[config.mk]
export PLATFORM = sky130hd
export DESIGN_NAME = integer_to_text_any_base
export DESIGN_NICKNAME = d
export VERILOG_FILES = /design/src/rtl/itoa_pkg.sv /design/src/rtl/itoa_tbl_chk.sv /design/src/rtl/itoa_div.sv /design/src/rtl/itoa_stack.sv /design/src/rtl/integer_to_text_any_base.sv
export SDC_FILE = /design/constraint.sdc
export NUM_CORES = 2
export LEC_CHECK = 0
export BUFFER_PORTS_ARGS = -buffer_cell sky130_fd_sc_hd__buf_4
export CAP_MARGIN = 20
export CORE_MARGIN = 1
export CORE_UTILIZATION = 45
export CTS_CLUSTER_DIAMETER = 50
export DETAILED_ROUTE_END_ITERATION = 8
export PLACE_DENSITY = 0.73
export SYNTH_ARGS = -nofsm -noshare
export SYNTH_HDL_FRONTEND = slang
export SYNTH_HIERARCHICAL = 1
export SYNTH_SLANG_ARGS = --single-unit
export TNS_END_PERCENT = 100
[constraint.sdc]
create_clock -name i_clk -period 21.5 [get_ports i_clk]
set_input_delay 4.3 -clock i_clk [delete_from_list [all_inputs] [get_ports i_clk]]
set_output_delay 4.3 -clock i_clk [all_outputs]
set_load 0.02 [all_outputs]
[src/rtl/itoa_pkg.sv]
// Shared constants, types and symbol lookup for the integer-to-text converter.
package itoa_pkg;

    localparam int IN_BITS    = 32;
    localparam int SYM_BITS   = 8;
    localparam int NUM_SYMS   = 16;
    localparam int DIGIT_BITS = 4;
    localparam int BASE_BITS  = 5;
    localparam int CHUNK_BITS = 8;
    localparam int REG_BITS   = 64;
    localparam int ADDR_BITS  = 5;

    localparam logic [SYM_BITS-1:0] CHAR_PLUS  = 8'h2B;
    localparam logic [SYM_BITS-1:0] CHAR_MINUS = 8'h2D;
    localparam logic [SYM_BITS-1:0] CHAR_NL    = 8'h0A;

    localparam logic [1:0] REG_SYM_LO   = 2'd0;
    localparam logic [1:0] REG_SYM_HI   = 2'd1;
    localparam logic [1:0] REG_BASE_LEN = 2'd2;

    localparam logic [REG_BITS-1:0]  SYM_LO_RST   = 64'h3736_3534_3332_3130;
    localparam logic [REG_BITS-1:0]  SYM_HI_RST   = 64'h0000_0000_0000_3938;
    localparam logic [BASE_BITS-1:0] BASE_LEN_RST = 5'd10;

    typedef struct packed {
        logic load;
        logic again;
    } t_div_ctl;

    typedef struct packed {
        logic                  done;
        logic                  quot_zero;
        logic [DIGIT_BITS-1:0] rem;
    } t_div_sts;

    function automatic logic [SYM_BITS-1:0] symbol_at(
        input logic [REG_BITS-1:0]   lo,
        input logic [REG_BITS-1:0]   hi,
        input logic [DIGIT_BITS-1:0] idx
    );
        logic [2*REG_BITS-1:0] tbl;
        tbl = {hi, lo};
        return tbl[idx*SYM_BITS +: SYM_BITS];
    endfunction

endpackage

[src/rtl/itoa_tbl_chk.sv]
// Symbol table check: length range, sign symbols and repeated symbols.
module itoa_tbl_chk #(
    parameter int MAX_BASE = 16
) (
    input  logic                                i_clk,
    input  logic                                i_rst_n,
    input  logic [itoa_pkg::REG_BITS-1:0]       i_sym_lo,
    input  logic [itoa_pkg::REG_BITS-1:0]       i_sym_hi,
    input  logic [itoa_pkg::BASE_BITS-1:0]      i_base_len,
    output logic                                o_ok
);

    logic r_ok;
    logic n_ok;

    always_comb begin
        logic                          w_bad;
        logic [itoa_pkg::SYM_BITS-1:0] w_sp;
        w_bad = (i_base_len < itoa_pkg::BASE_BITS'(2)) ||
                (i_base_len > itoa_pkg::BASE_BITS'(MAX_BASE));
        for (int p = 0; p < itoa_pkg::NUM_SYMS; p++) begin
            w_sp = itoa_pkg::symbol_at(i_sym_lo, i_sym_hi, itoa_pkg::DIGIT_BITS'(p));
            if (itoa_pkg::BASE_BITS'(p) < i_base_len) begin
                if (w_sp == itoa_pkg::CHAR_PLUS || w_sp == itoa_pkg::CHAR_MINUS) begin
                    w_bad = 1'b1;
                end
                for (int q = p + 1; q < itoa_pkg::NUM_SYMS; q++) begin
                    if ((itoa_pkg::BASE_BITS'(q) < i_base_len) &&
                        (itoa_pkg::symbol_at(i_sym_lo, i_sym_hi,
                                             itoa_pkg::DIGIT_BITS'(q)) == w_sp)) begin
                        w_bad = 1'b1;
                    end
                end
            end
        end
        n_ok = !w_bad;
    end

    always_ff @(posedge i_clk) begin
        if (!i_rst_n) begin
            r_ok <= 1'b0;
        end else begin
            r_ok <= n_ok;
        end
    end

    assign o_ok = r_ok;

endmodule

[src/rtl/itoa_div.sv]
// Shared divider: divides by the base one byte of the dividend per cycle.
module itoa_div #(
    parameter int W = 32
) (
    input  logic                            i_clk,
    input  logic                            i_rst_n,
    input  itoa_pkg::t_div_ctl              i_ctl,
    input  logic [W-1:0]                    i_dividend,
    input  logic [itoa_pkg::BASE_BITS-1:0]  i_base,
    output itoa_pkg::t_div_sts              o_sts
);

    localparam int CHUNK = itoa_pkg::CHUNK_BITS;
    localparam int STEPS = W / CHUNK;
    localparam int CNT_W = (STEPS > 1) ? $clog2(STEPS) : 1;

    logic [W-1:0]                     r_acc;
    logic [W-1:0]                     n_acc;
    logic [itoa_pkg::DIGIT_BITS-1:0]  r_rem;
    logic [itoa_pkg::DIGIT_BITS-1:0]  n_rem;
    logic [CNT_W-1:0]                 r_cnt;
    logic [CNT_W-1:0]                 n_cnt;
    logic                             r_run;
    logic                             n_run;
    logic                             r_done;
    logic                             n_done;
    logic [CHUNK-1:0]                 w_chunk;
    logic [CHUNK-1:0]                 w_q;
    logic [W+CHUNK-1:0]               w_cat;
    logic [itoa_pkg::BASE_BITS-1:0]   w_part;
    logic [itoa_pkg::DIGIT_BITS-1:0]  w_rem;

    // restoring division over one byte
    always_comb begin
        w_chunk = r_acc[W-1 -: CHUNK];
        w_rem   = r_rem;
        w_q     = '0;
        w_part  = '0;
        for (int k = CHUNK - 1; k >= 0; k--) begin
            w_part = {w_rem, w_chunk[k]};
            if (w_part >= i_base) begin
                w_part = w_part - i_base;
                w_q[k] = 1'b1;
            end
            w_rem = w_part[itoa_pkg::DIGIT_BITS-1:0];
        end
        w_cat = {r_acc, w_q};
    end

    always_comb begin
        n_acc  = r_acc;
        n_rem  = r_rem;
        n_cnt  = r_cnt;
        n_run  = r_run;
        n_done = 1'b0;
        if (i_ctl.load) begin
            n_acc = i_dividend;
            n_rem = '0;
            n_cnt = '0;
            n_run = 1'b1;
        end else if (i_ctl.again) begin
            n_rem = '0;
            n_cnt = '0;
            n_run = 1'b1;
        end else if (r_run) begin
            n_acc = w_cat[W-1:0];
            n_rem = w_rem;
            n_cnt = r_cnt + 1'b1;
            if (r_cnt == CNT_W'(STEPS - 1)) begin
                n_run  = 1'b0;
                n_done = 1'b1;
            end
        end
    end

    always_ff @(posedge i_clk) begin
        if (!i_rst_n) begin
            r_cnt  <= '0;
            r_run  <= 1'b0;
            r_done <= 1'b0;
        end else begin
            r_cnt  <= n_cnt;
            r_run  <= n_run;
            r_done <= n_done;
        end
    end

    always_ff @(posedge i_clk) begin
        r_acc <= n_acc;
        r_rem <= n_rem;
    end

    assign o_sts.done      = r_done;
    assign o_sts.quot_zero = (r_acc == '0);
    assign o_sts.rem       = r_rem;

endmodule

[src/rtl/itoa_stack.sv]
// Digit stack memory with registered read.
module itoa_stack #(
    parameter int DEPTH = 32,
    parameter int AW    = 5
) (
    input  logic                             i_clk,
    input  logic                             i_we,
    input  logic [AW-1:0]                    i_waddr,
    input  logic [itoa_pkg::DIGIT_BITS-1:0]  i_wdata,
    input  logic                             i_re,
    input  logic [AW-1:0]                    i_raddr,
    output logic [itoa_pkg::DIGIT_BITS-1:0]  o_rdata
);

    logic [itoa_pkg::DIGIT_BITS-1:0] r_mem [DEPTH];
    logic [itoa_pkg::DIGIT_BITS-1:0] r_rdata;

    always_ff @(posedge i_clk) begin
        if (i_we) begin
            r_mem[i_waddr] <= i_wdata;
        end
    end

    always_ff @(posedge i_clk) begin
        if (i_re) begin
            r_rdata <= r_mem[i_raddr];
        end
    end

    assign o_rdata = r_rdata;

endmodule

[src/rtl/integer_to_text_any_base.sv]
// Integer-to-text converter top level: register port, sequencer and output.
// Per digit the shared divider steps through the value one byte at a time, ceil(VALUE_BITS/8) bytes (4 at 32 bits).
// Busy stays high until the last digit is read from the stack; a new item is accepted only while busy is low.
// For a negative value the minus sign leaves before the first digit; the digits then follow one a cycle.
// A bad table: a newline, marked last, in place of the text. Results are strobed once and cannot stall.
// Reset clears the sequencer and strobe and restores the decimal symbol table.
module integer_to_text_any_base #(
    parameter int MAX_BASE   = 16,
    parameter int VALUE_BITS = 32
) (
    input  logic                                  i_clk,
    input  logic                                  i_rst_n,
    input  logic                                  start,
    output logic                                  busy,
    input  logic signed [itoa_pkg::IN_BITS-1:0]   i_value,
    output logic                                  o_strobe,
    output logic [itoa_pkg::SYM_BITS-1:0]         o_char_out,
    output logic                                  o_last,
    input  logic                                  psel,
    input  logic                                  penable,
    input  logic                                  pwrite,
    input  logic [itoa_pkg::ADDR_BITS-1:0]        paddr,
    input  logic [itoa_pkg::REG_BITS-1:0]         pwdata,
    output logic [itoa_pkg::REG_BITS-1:0]         prdata,
    output logic                                  pready
);

    localparam int CHUNK = itoa_pkg::CHUNK_BITS;
    localparam int DIV_W = ((VALUE_BITS + CHUNK - 1) / CHUNK) * CHUNK;
    localparam int CNT_W = $clog2(VALUE_BITS + 1);
    localparam int AW    = $clog2(VALUE_BITS);

    localparam logic [1:0] S_IDLE  = 2'd0;
    localparam logic [1:0] S_CHECK = 2'd1;
    localparam logic [1:0] S_DIV   = 2'd2;
    localparam logic [1:0] S_EMIT  = 2'd3;

    logic [itoa_pkg::REG_BITS-1:0]   r_sym_lo;
    logic [itoa_pkg::REG_BITS-1:0]   r_sym_hi;
    logic [itoa_pkg::BASE_BITS-1:0]  r_base_len;

    logic [1:0]                      r_state;
    logic [1:0]                      n_state;
    logic [VALUE_BITS-1:0]           r_mag;
    logic [VALUE_BITS-1:0]           n_mag;
    logic                            r_neg;
    logic                            n_neg;
    logic [CNT_W-1:0]                r_dcnt;
    logic [CNT_W-1:0]                n_dcnt;
    logic                            r_rdv;
    logic                            n_rdv;
    logic                            r_rdlast;
    logic                            n_rdlast;
    logic                            r_strobe;
    logic                            n_strobe;
    logic [itoa_pkg::SYM_BITS-1:0]   r_char;
    logic [itoa_pkg::SYM_BITS-1:0]   n_char;
    logic                            r_last;
    logic                            n_last;

    logic                            w_wr;
    logic                            w_busy;
    logic                            w_ok;
    logic [VALUE_BITS-1:0]           w_raw;
    logic                            w_neg;
    logic [VALUE_BITS-1:0]           w_mag;
    logic [CNT_W-1:0]                w_dprev;
    itoa_pkg::t_div_ctl              w_ctl;
    itoa_pkg::t_div_sts              w_sts;
    logic                            w_we;
    logic                            w_re;
    logic [itoa_pkg::DIGIT_BITS-1:0] w_rdata;

    // register port
    assign pready = 1'b1;
    assign w_wr   = psel && penable && pwrite;

    always_ff @(posedge i_clk) begin
        if (!i_rst_n) begin
            r_sym_lo   <= itoa_pkg::SYM_LO_RST;
            r_sym_hi   <= itoa_pkg::SYM_HI_RST;
            r_base_len <= itoa_pkg::BASE_LEN_RST;
        end else if (w_wr) begin
            case (paddr[4:3])
                itoa_pkg::REG_SYM_LO:   r_sym_lo   <= pwdata;
                itoa_pkg::REG_SYM_HI:   r_sym_hi   <= pwdata;
                itoa_pkg::REG_BASE_LEN: r_base_len <= pwdata[itoa_pkg::BASE_BITS-1:0];
                default: ;
            endcase
        end
    end

    always_comb begin
        case (paddr[4:3])
            itoa_pkg::REG_SYM_LO:   prdata = r_sym_lo;
            itoa_pkg::REG_SYM_HI:   prdata = r_sym_hi;
            itoa_pkg::REG_BASE_LEN: prdata = itoa_pkg::REG_BITS'(r_base_len);
            default:                prdata = '0;
        endcase
    end

    itoa_tbl_chk #(
        .MAX_BASE   (MAX_BASE)
    ) u_tbl_chk (
        .i_clk      (i_clk),
        .i_rst_n    (i_rst_n),
        .i_sym_lo   (r_sym_lo),
        .i_sym_hi   (r_sym_hi),
        .i_base_len (r_base_len),
        .o_ok       (w_ok)
    );

    itoa_div #(
        .W          (DIV_W)
    ) u_div (
        .i_clk      (i_clk),
        .i_rst_n    (i_rst_n),
        .i_ctl      (w_ctl),
        .i_dividend (DIV_W'(r_mag)),
        .i_base     (r_base_len),
        .o_sts      (w_sts)
    );

    itoa_stack #(
        .DEPTH   (VALUE_BITS),
        .AW      (AW)
    ) u_stack (
        .i_clk   (i_clk),
        .i_we    (w_we),
        .i_waddr (r_dcnt[AW-1:0]),
        .i_wdata (w_sts.rem),
        .i_re    (w_re),
        .i_raddr (w_dprev[AW-1:0]),
        .o_rdata (w_rdata)
    );

    assign w_raw   = i_value[VALUE_BITS-1:0];
    assign w_neg   = w_raw[VALUE_BITS-1];
    assign w_mag   = w_neg ? ((~w_raw) + VALUE_BITS'(1)) : w_raw;
    assign w_dprev = r_dcnt - 1'b1;
    assign w_busy  = (r_state != S_IDLE) || r_rdv;
    assign busy    = w_busy;

    always_comb begin
        n_state  = r_state;
        n_mag    = r_mag;
        n_neg    = r_neg;
        n_dcnt   = r_dcnt;
        n_rdv    = 1'b0;
        n_rdlast = r_rdlast;
        n_strobe = 1'b0;
        n_char   = r_char;
        n_last   = r_last;
        w_ctl    = '0;
        w_we     = 1'b0;
        w_re     = 1'b0;

        // drive the read digit out
        if (r_rdv) begin
            n_strobe = 1'b1;
            n_char   = itoa_pkg::symbol_at(r_sym_lo, r_sym_hi, w_rdata);
            n_last   = r_rdlast;
        end

        case (r_state)
            S_IDLE: begin
                if (start && !w_busy) begin
                    n_mag   = w_mag;
                    n_neg   = w_neg;
                    n_state = S_CHECK;
                end
            end
            S_CHECK: begin
                if (!w_ok) begin
                    n_strobe = 1'b1;
                    n_char   = itoa_pkg::CHAR_NL;
                    n_last   = 1'b1;
                    n_state  = S_IDLE;
                end else begin
                    w_ctl.load = 1'b1;
                    n_dcnt     = '0;
                    n_state    = S_DIV;
                end
            end
            S_DIV: begin
                if (w_sts.done) begin
                    w_we   = 1'b1;
                    n_dcnt = r_dcnt + 1'b1;
                    if (w_sts.quot_zero) begin
                        if (r_neg) begin
                            n_strobe = 1'b1;
                            n_char   = itoa_pkg::CHAR_MINUS;
                            n_last   = 1'b0;
                        end
                        n_state = S_EMIT;
                    end else begin
                        w_ctl.again = 1'b1;
                    end
                end
            end
            S_EMIT: begin
                w_re     = 1'b1;
                n_dcnt   = w_dprev;
                n_rdv    = 1'b1;
                n_rdlast = (r_dcnt == CNT_W'(1));
                if (r_dcnt == CNT_W'(1)) begin
                    n_mag   = '0;
                    n_state = S_IDLE;
                end
            end
            default: begin
                n_state = S_IDLE;
            end
        endcase
    end

    always_ff @(posedge i_clk) begin
        if (!i_rst_n) begin
            r_state  <= S_IDLE;
            r_mag    <= '0;
            r_dcnt   <= '0;
            r_rdv    <= 1'b0;
            r_strobe <= 1'b0;
        end else begin
            r_state  <= n_state;
            r_mag    <= n_mag;
            r_dcnt   <= n_dcnt;
            r_rdv    <= n_rdv;
            r_strobe <= n_strobe;
        end
    end

    always_ff @(posedge i_clk) begin
        r_neg    <= n_neg;
        r_rdlast <= n_rdlast;
        r_char   <= n_char;
        r_last   <= n_last;
    end

    assign o_strobe   = r_strobe;
    assign o_char_out = r_char;
    assign o_last     = r_last;

    a_busy_after_start: assert property (@(posedge i_clk) disable iff (!i_rst_n)
        start && !busy |=> busy)
        else $error("busy low after an accepted item");

    a_last_drained: assert property (@(posedge i_clk) disable iff (!i_rst_n)
        o_strobe && o_last |-> !r_rdv && (r_state == S_IDLE))
        else $error("final character with work still pending");

    a_count_bound: assert property (@(posedge i_clk) disable iff (!i_rst_n)
        r_state == S_DIV |-> r_dcnt < CNT_W'(VALUE_BITS))
        else $error("digit count beyond stack depth");

    a_emit_nonempty: assert property (@(posedge i_clk) disable iff (!i_rst_n)
        r_state == S_EMIT |-> r_dcnt != '0)
        else $error("emit with empty digit stack");

endmodule
==> metrics.md <==
| Metric | Value |
|---|---|
| Outcome | completed |
| Share of cells above drive strength 1 | 15.8% |
| GRT Total Usage | 31.8% |
| Drt total wl | 115,000 microns |
| Synth warnings | 6 |
| RSZ-0062 raised after global routing | false |
| Post-synth EDFFs | 166 |
| Unique masters post-synth | 89 |
| Measured slew at the worst slew-check pin | 1.38 ns |
| Max Cap Violations | 0 |
| Core area | 0.0678 sq mm |
| Starting Density | 45.8% |
| Cell taking the most area after synthesis | xnor2_1 |
| # H-tree levels | 2 |
| Boundary pin count | 183 |
| Highest routed layer | met5 |
| Routed Antenna Nets | 0 |
| DRC Markers | 0 |
| Cts bufs inserted | 42 |
| Root buffer cell | clkbuf_16 |
| Clk Latency, worst-skew pair | 0.60 ns |
| Crit path DAT | 13.20 ns |
| Worst-path clk slew | 0.06 ns |
| Wire length on met3 | 17,400 microns |
| Largest net degree at the start of global routing | 70 |
| Max-slew headroom | 7.87% |
| Gpl congestion | 1.05 |
| Final Max Slew Viols | 0 |
| Row count | 95 |
| Die width | 265 microns |
| Setup CP Type | register to register |
| Vias in the first global route | 26,500 |
| Post-CTS setup buffer count | 0 |
| Grt total ovfl | 0 |
| Syn nets | 3,600 |
| DR vias | 28,200 |
| Die H | 265 microns |
| Hold WC Path Type | register to register |
| Post-Syn Instances | 3,435 |
| Slowest stage delay, CP | 0.68 ns |
| Post-CTS Hold Buffers | 0 |
| PostCTS Resize Cnt | 0 |
| Full die area | 0.0701 sq mm |
| WHS Path Cells | 1 |
| Wire length on met2 | 47,900 microns |
| Top_reg_cell synth | dfxtp_1 |
| Fin crit share | 59.1% |
| Antenna violations before repair | 7 |
| Clk sinks | 359 |
| Final setup viols | 0 |
| CTS tree | yes |
| First-pass iteration count of the detailed router | 7 |
| Asr flop ratio synth | 0% |
| Most common cell on crit path | ha_1 |
| Clock Skew | 0.0208 ns |
| Wire per inst | 26.6 microns |
| Synthesized flop and latch total | 359 |
| Endpoint class of the critical path | register |
| First-pass GRT wire length | 168,000 microns |
| Crit-path max FO | 10 |
| Post-Syn Area per Cell | 9.04 sq um |
| Min cycle time layout | 12.70 ns |
| Critical path's slowest cell | a2111oi_0 |
| Port Buf Inserts | 178 |
| Synthesized area | 0.0311 sq mm |
| Reg2Reg Depth | 48 |
| CP startpoint kind | register |
| Final Hold Viols | 0 |
| Met1 WL | 42,400 microns |
| 1st-iter DRT viols | 4,576 |
| Critical Path RT | 22.01 ns |
| Share of the synthesized area in the top cell type | 22.1% |
| Final Util | 50.4% |
| DP Wirelength | 70,100 microns |
| Max Root-Sink Buffers | 3 |
| Area added between synthesis and finish | 10.0% |
| Via/cell ratio | 6.51 |
| Sum Neg Setup Slack | 0 ns |
| Top cells by area, synth | xnor2_1 (22%), edfxtp_1 (16%), dfxtp_1 (12%), xor2_1 (6.7%), mux4_2 (4.9%) |
| Fmax | 78.7 MHz |
| Final #Nets | 3,594 |
| Register area share after synthesis | 28.5% |
cell usage after synthesis (6+ instances only):
cell type,instances
or3_1,10
xor2_1,236
o31ai_1,8
ha_1,50
o41ai_1,9
nand2b_1,10
mux2i_1,91
nor4_1,81
and2_1,6
o21ai_0,26
a211oi_1,9
o21a_1,11
dfxtp_1,193
clkbuf_1,75
inv_1,46
buf_6,7
buf_4,35
nor3_1,97
mux2_2,38
nor4b_1,9
nor2_1,152
nand4_1,201
a21oi_1,151
fa_1,8
o2bb2ai_1,24
nand2_1,312
xnor2_1,785
nand4b_1,12
mux4_2,68
a41oi_1,7
a21o_1,13
buf_2,248
buf_1,10
nor2b_1,18
a31oi_1,39
nand3_1,66
nand3b_1,7
edfxtp_1,166
a22oi_1,12
worst paths after layout:
check / slack, ns / startpoint / to
max reg2reg: 8.80 / r_base_len[1] / u_div/r_rem[0]
max: 8.80 / r_base_len[1] / u_div/r_rem[0]
min reg2reg: 0.46 / r_mag[22] / r_mag[22]
min: 0.46 / r_mag[22] / r_mag[22]
registers in the layout, summed over array words and instances, names as in the netlist, 2 cells and up, named ones only:
| name | count |
|---|---|
| u_stack/o_rdata | 4 |
| u_div/r_rem | 4 |
| u_stack/r_mem | 128 |
| u_div/r_cnt | 2 |
| r_base_len | 5 |
| r_mag | 32 |
| r_sym_hi | 64 |
| r_sym_lo | 64 |
| o_char_out | 8 |
| u_div/r_acc | 32 |
| r_dcnt | 6 |
stage by stage:
step / area [sq um] / hold slack [ns] / instances / setup slack, ns
5_1_grt: 34200 / 0.475 / 4334 / 7.89
3_5_place_dp: 32700 / 0.443 / 4255 / 9.06
2_1_floorplan: 31100 / 0.421 / 3435 / 10.38
4_1_cts: 34100 / 0.459 / 4331 / 8.98
6_report: 34200 / 0.458 / 4335 / 8.80
3_3_place_gp: 32700 / 0.440 / 4255 / 9.13
routing by layer:
metal,GRT usage [%],vias up
met5,0,-
met4,18.5,10
met2,45.8,2341
li1,-,11900
met1,40.5,13400
met3,11.9,614
cell type report:
cell class | instances | area, sq um
Fill cell | 6193 | 33600
Multi-Input combinational cell | 2654 | 20200
Sequential cell | 359 | 8850
Timing Repair Buffer | 325 | 2480
Clock buffer | 48 | 1090
Tap cell | 873 | 1090
Clock inverter | 28 | 298
Inverter | 47 | 178
Antenna cell | 1 | 2.50
cell families after synthesis:
| family | synth area share (%) |
|---|---|
| flops | 28.5 |
| buf+inv | 6.69 |
| compound gates | 7.84 |
| simple gates | 16.4 |
| mux | 9.24 |
| xor+xnor | 28.8 |
| fa+ha+maj | 2.53 |
| other cells | 0.0121 |
layout by cell type, fill, tap and decap left out, types with 9 or more instances in the layout:
cell	instances
dfxtp_1	189
o21a_1	11
edfxtp_1	166
nor2_1	152
or3_1	9
ha_1	50
xnor2_1	785
nor3_1	96
o21ai_0	26
mux4_2	68
nand2_1	311
clkbuf_16	42
o41ai_1	9
buf_4	322
o2bb2ai_1	24
nand2b_1	10
a211oi_1	9
mux2i_1	91
nor4b_1	9
nand4b_1	12
nor4_1	81
nand4_1	201
inv_1	45
nor2b_1	18
a21o_1	13
a22oi_1	12
nand3_1	66
mux2_2	38
xor2_1	235
a21oi_1	149
a31oi_1	39
worst max-delay path, delay by kind of cell, from the launching register on:
family / cells / cell delay [ns]
compound gates: 27 / 6.87
fa+ha+maj: 8 / 2.66
buf+inv: 1 / 0.43
flops: 1 / 0.32
mux: 3 / 0.73
simple gates: 9 / 1.57
Power is not shown: default switching activity piles up to over one toggle a cycle in this logic, so the estimate is an artifact.
